==> config.mk <==
export PLATFORM = sky130hd
export DESIGN_NAME = http_chunked_decoder
export DESIGN_NICKNAME = d
export VERILOG_FILES = /design/src/rtl/hcd_pkg.sv /design/src/rtl/hcd_front.sv /design/src/rtl/hcd_back.sv /design/src/rtl/http_chunked_decoder.sv
export SDC_FILE = /design/constraint.sdc
export NUM_CORES = 1
export LEC_CHECK = 0
export BUFFER_PORTS_ARGS = -buffer_cell sky130_fd_sc_hd__buf_2
export CAP_MARGIN = 10
export CORE_ASPECT_RATIO = 0.7
export CORE_MARGIN = 2
export CORE_UTILIZATION = 60
export CTS_CLUSTER_SIZE = 20
export DETAILED_ROUTE_END_ITERATION = 8
export PLACE_DENSITY = 0.86
export SYNTH_ARGS = -nofsm -noshare
export SYNTH_HDL_FRONTEND = slang
export SYNTH_SLANG_ARGS = --single-unit
==> constraint.sdc <==
create_clock -name clk -period 4.6 [get_ports clk]
set_input_delay 1.38 -clock clk [delete_from_list [all_inputs] [get_ports clk]]
set_output_delay 1.38 -clock clk [all_outputs]
set_load 0.02 [all_outputs]
==> src/rtl/hcd_pkg.sv <==
`default_nettype none

package hcd_pkg;

    // Width of a chunk size in bits
    localparam int SIZE_BITS = 32;

    // Line delimiters
    localparam logic [7:0] CH_CR = 8'h0D;
    localparam logic [7:0] CH_LF = 8'h0A;

    // One classified input byte, as passed from the front to the back
    typedef struct packed {
        logic [7:0] data;
        logic       is_hex;
        logic [3:0] hex_val;
        logic       is_cr;
        logic       is_lf;
    } hcd_tok_t;

endpackage

`default_nettype wire

==> src/rtl/hcd_front.sv <==
`default_nettype none

module hcd_front
    import hcd_pkg::*;
(
    input  wire logic       clk,
    input  wire logic       rst_n,
    // byte stream in
    input  wire logic       in_valid,
    output logic            in_ready,
    input  wire logic [7:0] in_byte,
    // classified tokens toward the back
    output logic            tok_valid,
    output hcd_tok_t        tok,
    input  wire logic       tok_pop
);

    localparam int QDEPTH = 2;

    hcd_tok_t   q_reg [QDEPTH];
    logic       wr_ptr_reg;
    logic       rd_ptr_reg;
    logic [1:0] count_reg;
    logic [1:0] count_next;
    hcd_tok_t   cls;
    logic       push;
    logic       pop;

    // Classify the incoming byte: hex digit value, CR, LF
    always_comb
    begin
        cls.data    = in_byte;
        cls.is_cr   = (in_byte == CH_CR);
        cls.is_lf   = (in_byte == CH_LF);
        cls.is_hex  = 1'b0;
        cls.hex_val = 4'd0;
        if (in_byte inside {[8'h30:8'h39]})
        begin
            cls.is_hex  = 1'b1;
            cls.hex_val = in_byte[3:0];
        end
        else if (in_byte inside {[8'h41:8'h46], [8'h61:8'h66]})
        begin
            // 'A'..'F' and 'a'..'f': low nibble 1..6 maps to 10..15
            cls.is_hex  = 1'b1;
            cls.hex_val = in_byte[3:0] + 4'd9;
        end
    end

    assign in_ready  = (count_reg != 2'(QDEPTH));
    assign push      = in_valid && in_ready;
    assign tok_valid = (count_reg != 2'd0);
    assign pop       = tok_pop && tok_valid;
    assign tok       = q_reg[rd_ptr_reg];

    // Occupancy update
    always_comb
    begin
        case ({push, pop})
            2'b10:   count_next = count_reg + 2'd1;
            2'b01:   count_next = count_reg - 2'd1;
            default: count_next = count_reg;
        endcase
    end

    // Queue pointers and count
    always_ff @(posedge clk or negedge rst_n)
    begin
        if (!rst_n)
        begin
            wr_ptr_reg <= 1'b0;
            rd_ptr_reg <= 1'b0;
            count_reg  <= 2'd0;
        end
        else
        begin
            if (push)
                wr_ptr_reg <= ~wr_ptr_reg;
            if (pop)
                rd_ptr_reg <= ~rd_ptr_reg;
            count_reg <= count_next;
        end
    end

    // Queue storage
    always_ff @(posedge clk)
    begin
        if (push)
            q_reg[wr_ptr_reg] <= cls;
    end

endmodule

`default_nettype wire

==> src/rtl/hcd_back.sv <==
`default_nettype none

module hcd_back
    import hcd_pkg::*;
(
    input  wire logic       clk,
    input  wire logic       rst_n,
    // classified tokens from the front
    input  wire logic       tok_valid,
    input  wire hcd_tok_t   tok,
    output logic            tok_pop,
    // result channel
    output logic            out_valid,
    input  wire logic       out_ready,
    output logic [7:0]      payload_byte,
    output logic            payload_valid,
    output logic            finished,
    output logic            format_error
);

    typedef enum logic [2:0] {
        PH_SIZE,
        PH_SIZE_LF,
        PH_DATA,
        PH_DATA_CR,
        PH_DATA_LF,
        PH_DONE,
        PH_ERROR
    } phase_t;

    phase_t                 phase_reg, phase_next;
    logic [SIZE_BITS-1:0]   remaining_reg, remaining_next;
    logic [3:0]             digit_reg, digit_next;
    logic                   out_valid_reg;
    logic [7:0]             pbyte_reg, pbyte_next;
    logic                   pvalid_reg, pvalid_next;
    logic                   advance;

    // Take a token whenever the output register is free or being emptied
    assign advance = tok_valid && (!out_valid_reg || out_ready);
    assign tok_pop = advance;

    // Phase transitions for one token
    always_comb
    begin
        phase_next     = phase_reg;
        remaining_next = remaining_reg;
        digit_next     = digit_reg;
        pbyte_next     = 8'd0;
        pvalid_next    = 1'b0;
        case (phase_reg)
            PH_SIZE:
            begin
                if (tok.is_hex)
                begin
                    // top nibble busy: one more digit would overflow
                    if (remaining_reg[SIZE_BITS-1 -: 4] != 4'd0)
                        phase_next = PH_ERROR;
                    else
                    begin
                        remaining_next = {remaining_reg[SIZE_BITS-5:0], tok.hex_val};
                        if (digit_reg != 4'hF)
                            digit_next = digit_reg + 4'd1;
                    end
                end
                else if (tok.is_cr && digit_reg != 4'd0)
                    phase_next = PH_SIZE_LF;
                else
                    phase_next = PH_ERROR;
            end
            PH_SIZE_LF:
            begin
                if (!tok.is_lf)
                    phase_next = PH_ERROR;
                else if (remaining_reg == '0)
                    phase_next = PH_DONE;
                else
                    phase_next = PH_DATA;
                digit_next = 4'd0;
            end
            PH_DATA:
            begin
                pbyte_next     = tok.data;
                pvalid_next    = 1'b1;
                remaining_next = remaining_reg - SIZE_BITS'(1);
                if (remaining_reg == SIZE_BITS'(1))
                    phase_next = PH_DATA_CR;
            end
            PH_DATA_CR:
                phase_next = tok.is_cr ? PH_DATA_LF : PH_ERROR;
            PH_DATA_LF:
            begin
                if (tok.is_lf)
                begin
                    phase_next     = PH_SIZE;
                    remaining_next = '0;
                    digit_next     = 4'd0;
                end
                else
                    phase_next = PH_ERROR;
            end
            PH_DONE:
                phase_next = PH_DONE;
            default:
                phase_next = PH_ERROR;
        endcase
    end

    // State and result register
    always_ff @(posedge clk or negedge rst_n)
    begin
        if (!rst_n)
        begin
            phase_reg     <= PH_SIZE;
            remaining_reg <= '0;
            digit_reg     <= 4'd0;
            out_valid_reg <= 1'b0;
            pbyte_reg     <= 8'd0;
            pvalid_reg    <= 1'b0;
        end
        else
        begin
            if (advance)
            begin
                phase_reg     <= phase_next;
                remaining_reg <= remaining_next;
                digit_reg     <= digit_next;
                pbyte_reg     <= pbyte_next;
                pvalid_reg    <= pvalid_next;
                out_valid_reg <= 1'b1;
            end
            else if (out_ready)
                out_valid_reg <= 1'b0;
        end
    end

    // Flags follow the phase that the last transaction left behind
    assign out_valid     = out_valid_reg;
    assign payload_byte  = pbyte_reg;
    assign payload_valid = pvalid_reg;
    assign finished      = (phase_reg == PH_DONE);
    assign format_error  = (phase_reg == PH_ERROR);

endmodule

`default_nettype wire

==> src/rtl/http_chunked_decoder.sv <==
// HTTP/1.1 chunked transfer decoder.
// Input channel (in_valid/in_ready/in_byte) takes one body byte per
// transaction. Output channel (out_valid/out_ready) returns exactly one
// result per input byte: payload_byte/payload_valid when the byte was chunk
// data (payload_byte is 0 otherwise), plus the sticky finished and
// format_error flags as they stand after that byte.
// A front stage classifies each byte and parks it in a two-entry queue; a
// back stage runs the size/data/CRLF parser and holds the result register.
// Each accepted byte is written into the queue, then the back stage moves it
// into the result register. Throughput: one byte per cycle while the result
// register is free or out_ready empties it.
// When out_ready is low the result register holds; the queue keeps taking
// bytes until both entries are full, then in_ready drops.
// Reset clears the queue and puts the parser at the first size digit. After
// finished or format_error, bytes still produce results with payload_valid
// low and the flags unchanged until reset.
`default_nettype none

module http_chunked_decoder
    import hcd_pkg::*;
(
    input  wire logic       clk,
    input  wire logic       rst_n,
    input  wire logic       in_valid,
    output logic            in_ready,
    input  wire logic [7:0] in_byte,
    output logic            out_valid,
    input  wire logic       out_ready,
    output logic [7:0]      payload_byte,
    output logic            payload_valid,
    output logic            finished,
    output logic            format_error
);

    logic     tok_valid;
    logic     tok_pop;
    hcd_tok_t tok;

    hcd_front u_front (
        .clk       (clk),
        .rst_n     (rst_n),
        .in_valid  (in_valid),
        .in_ready  (in_ready),
        .in_byte   (in_byte),
        .tok_valid (tok_valid),
        .tok       (tok),
        .tok_pop   (tok_pop)
    );

    hcd_back u_back (
        .clk           (clk),
        .rst_n         (rst_n),
        .tok_valid     (tok_valid),
        .tok           (tok),
        .tok_pop       (tok_pop),
        .out_valid     (out_valid),
        .out_ready     (out_ready),
        .payload_byte  (payload_byte),
        .payload_valid (payload_valid),
        .finished      (finished),
        .format_error  (format_error)
    );

endmodule

`default_nettype wire
==> results by group <==
Clock tree
  • CTS Buffer Depth: 2
  • CTS tree: yes
  • Clock root buffer: clkbuf_8
  • Hold-fix buffers, CTS: 0
  • Clock Latency Late Sink: between 0.3 and 0.4 ns
  • Clk sinks: 83
  • Post-cts sizing count: 0
  • CTS clk-pin slew, worst paths: ~0.090 ns
  • H-tree Lvls: 3
  • TritonCTS Buffers: 9
  • Post CTS Setup Buffer Count: 0

Worst setup path
  • Critical Path Fanout Max: 8
  • Critical Path Sink Type: register
  • Slowest stage delay, CP: 0.92 ns
  • Slowest-stage cell, CP: o311ai_0
  • Worst-path cell chain: buf_2, inv_1, ha_1, inv_1, o311ai_0, o21ai_0, o2bb2ai_1
  • CP Data Arrival Time: 3.18 ns
  • Setup crit start kind: primary input
  • Critical path class: primary input to register
  • Worst Path Required: 4.68 ns
  • Most used cell along the critical path: inv_1

Drt
  • DRT Pass-1 Iters: 7
  • WL/cell: 18.35 um
  • Drc violations: 0
  • Via/cell ratio: 6.654
  • Initial drt markers: 533
  • Final wirelength: about 10,000 um
  • Detail Route Antenna Nets: 0
  • Total number of vias: 3,746

Hold path
  • Worst Hold Class: register to register

Floorplanning
  • Die X: 106.5 um
  • Die area: 8064 um2
  • Die Y-Extent: about 76 um
  • Core ar.: 7222 um2
  • Num ports: 25
  • Initial Util: 0.6107
  • Row count: 26

Yosys
  • Post-synth EDFFs: 30
  • Mapped cell area: 4410 um2
  • #FFs+latches synth: 83
  • Synth Net Count: 468
  • Ys Warns: 0
  • Synth Flop Type: dfrtp_1
  • Mapped Avg Cell Area: ~9.9 um2
  • Sequential fraction of the synthesis area: 0.5050
  • Post-synthesis cell type count: 56
  • Cells after Synth: around 450
  • Post-synthesis async set-or-reset flop share: 0.6386

Finish
  • N_diodes: 0
  • Final net count: between 400 and 500
  • Max reg flops: 32
  • Layout area overhead: 8.653%
  • Commonest non-fill, non-tap cell in the layout: o21ai_0
  • Commonest non-fill, non-tap cells in the layout: 63 x o21ai_0, 53 x dfrtp_1, 34 x nor2_1
  • Multi-input logic area: 2012 um2
  • Sequential cell area: 2227 um2
  • Final Cell Area: ~4800 um2
  • Proportion of layout cells with a drive suffix above 1: 0.1204
  • FILL cells: 576

Power
  • Overall power: 0.003350 W
  • Pwr Density: 699.1 nW/um2
  • Leakage: just under 2 nW
  • VDD IR max: about 0.40 mV

Timing
  • RSZ-0062 raised after global routing: false
  • # setup viols final: 0
  • Hold Vio Cnt, Final: 0
  • Setup TNS: 0 ns
  • Max Clk Rate: 323.0 MHz
  • Minimum clock period: between 3 and 4 ns
  • Slew Limit Fails: 0
  • Final Cycle Share: 0.6729
  • Final Skew: 0.01127 ns
  • Max-slew headroom: 0.2664
  • Worst slew pin tran: 1.087 ns
  • Worst setup margin: 1.504 ns

Job
  • Max Cap Viol: 0

Global route
  • Global-route wire length before repair: 16,760 um
  • Grt total ovfl: 0
  • Largest net degree at the start of global routing: between 40 and 50
  • GRT Util Overall: 0.2688
  • Initial antenna violation count: 0
  • Vias in the first global route: 3,421

Place
  • HPWL Detailed: 6890 um
  • Placed cell area: 4587 um2
  • I/O Buffers: 24
  • DP Worst Slack: between 1 and 1.5 ns
  • RePlAce Congestion: just over 0.9

Run status
  • Status: completed
power by group:
part	leakage (nW)	switching, W	internal [W]	total, W
Sequential	0.967	0.000281	0.00102	0.00130
Combinational	0.862	0.000981	0.000541	0.00152
Clock	0.103	0.000314	0.000216	0.000530
Total	1.93	0.00158	0.00177	0.00335
worst paths after layout:
check	end	cells past startpoint	startpoint	slack, ns
setup / recovery	u_front.q_reg[0][4]$_DFFE_PP_	7	in_byte[0]	1.50
hold reg to reg	u_back.payload_byte[2]$_DFFE_PN0P_	2	u_back.payload_byte[2]$_DFFE_PN0P_	0.49
hold / removal	u_back.payload_byte[2]$_DFFE_PN0P_	2	u_back.payload_byte[2]$_DFFE_PN0P_	0.49
max in group asynchronous	u_back.remaining_reg[10]$_DFFE_PN0P_	2	rst_n	2.73
min in group asynchronous	u_front.count_reg[0]$_DFFE_PN0P_	1	rst_n	1.10
setup reg to reg	u_back.remaining_reg[9]$_DFFE_PN0P_	6	u_front.rd_ptr_reg$_DFFE_PN0P_	2.00
Yosys cell counts (all sizes together) (2+ instances only):
cell type	n	area, um2
nand3b	2	15.01
o22ai	3	18.77
or4	9	71.32
a22oi	14	105.1
o221ai	2	17.52
and3	3	18.77
nor4	11	68.82
mux2i	16	160.2
nand2	33	123.9
nand4	5	31.28
dfrtp	53	1326
xnor2	5	43.79
nor3	22	126.4
a21o	2	15.01
ha	9	112.6
o41ai	2	25.03
a31oi	8	50.05
nand2b	7	43.79
or3b	2	17.52
o2bb2ai	9	78.83
a21oi	18	90.09
nor2	34	127.6
a32oi	7	61.31
or2	2	12.51
or3	2	12.51
o21ai	63	315.3
edfxtp	30	900.9
nand3	3	15.01
clkbuf	25	93.84
inv	14	52.55
buf	4	25.02
a22o	4	35.03
o211ai	4	30.03
and2	2	12.51
nor4b	3	26.28
kinds of logic (layout without fill, tap and decap cells):
logic type / after synthesis / after routing / share of synthesized area
simple gates: 143 / 143 / 0.1691
mux: 17 / 17 / 0.03886
fa+ha+maj: 9 / 9 / 0.02553
buf+inv: 43 / 61 / 0.03886
xor+xnor: 6 / 6 / 0.01191
flops: 83 / 83 / 0.5050
compound gates: 146 / 146 / 0.2108
metal layers:
metal | GRT usage | routed length (um)
met1 | 0.3700 | 4467
met2 | 0.4295 | 4743
met3 | 0.06074 | 937
met4 | 0.09668 | 182
met5 | 0 | 0
final cells by class:
class,instances,area share
Clock buffer,9,0.02585
Sequential cell,83,0.4648
Timing Repair Buffer,31,0.03603
Multi-Input combinational cell,321,0.4198
Clock inverter,7,0.01697
Tap cell,98,0.02559
Inverter,14,0.01097
through the flow:
step,std cells,util,hold WS (ns)
2_1_floorplan,447,-,0.4608
3_3_place_gp,547,0.6351,0.4554
3_5_place_dp,547,0.6351,0.4691
4_1_cts,563,0.6635,0.4909
5_1_grt,563,0.6635,0.5269
6_report,563,0.6635,0.4889
worst max-delay path, delay by kind of cell:
family / cells / cell delay, ns
adder cells (fa/ha/maj): 1 / 0.18
buffers and inverters: 3 / 0.30
AO/OA/AOI/OAI: 3 / 1.31
No activity file was read; power rests on OpenSTA's default activity.
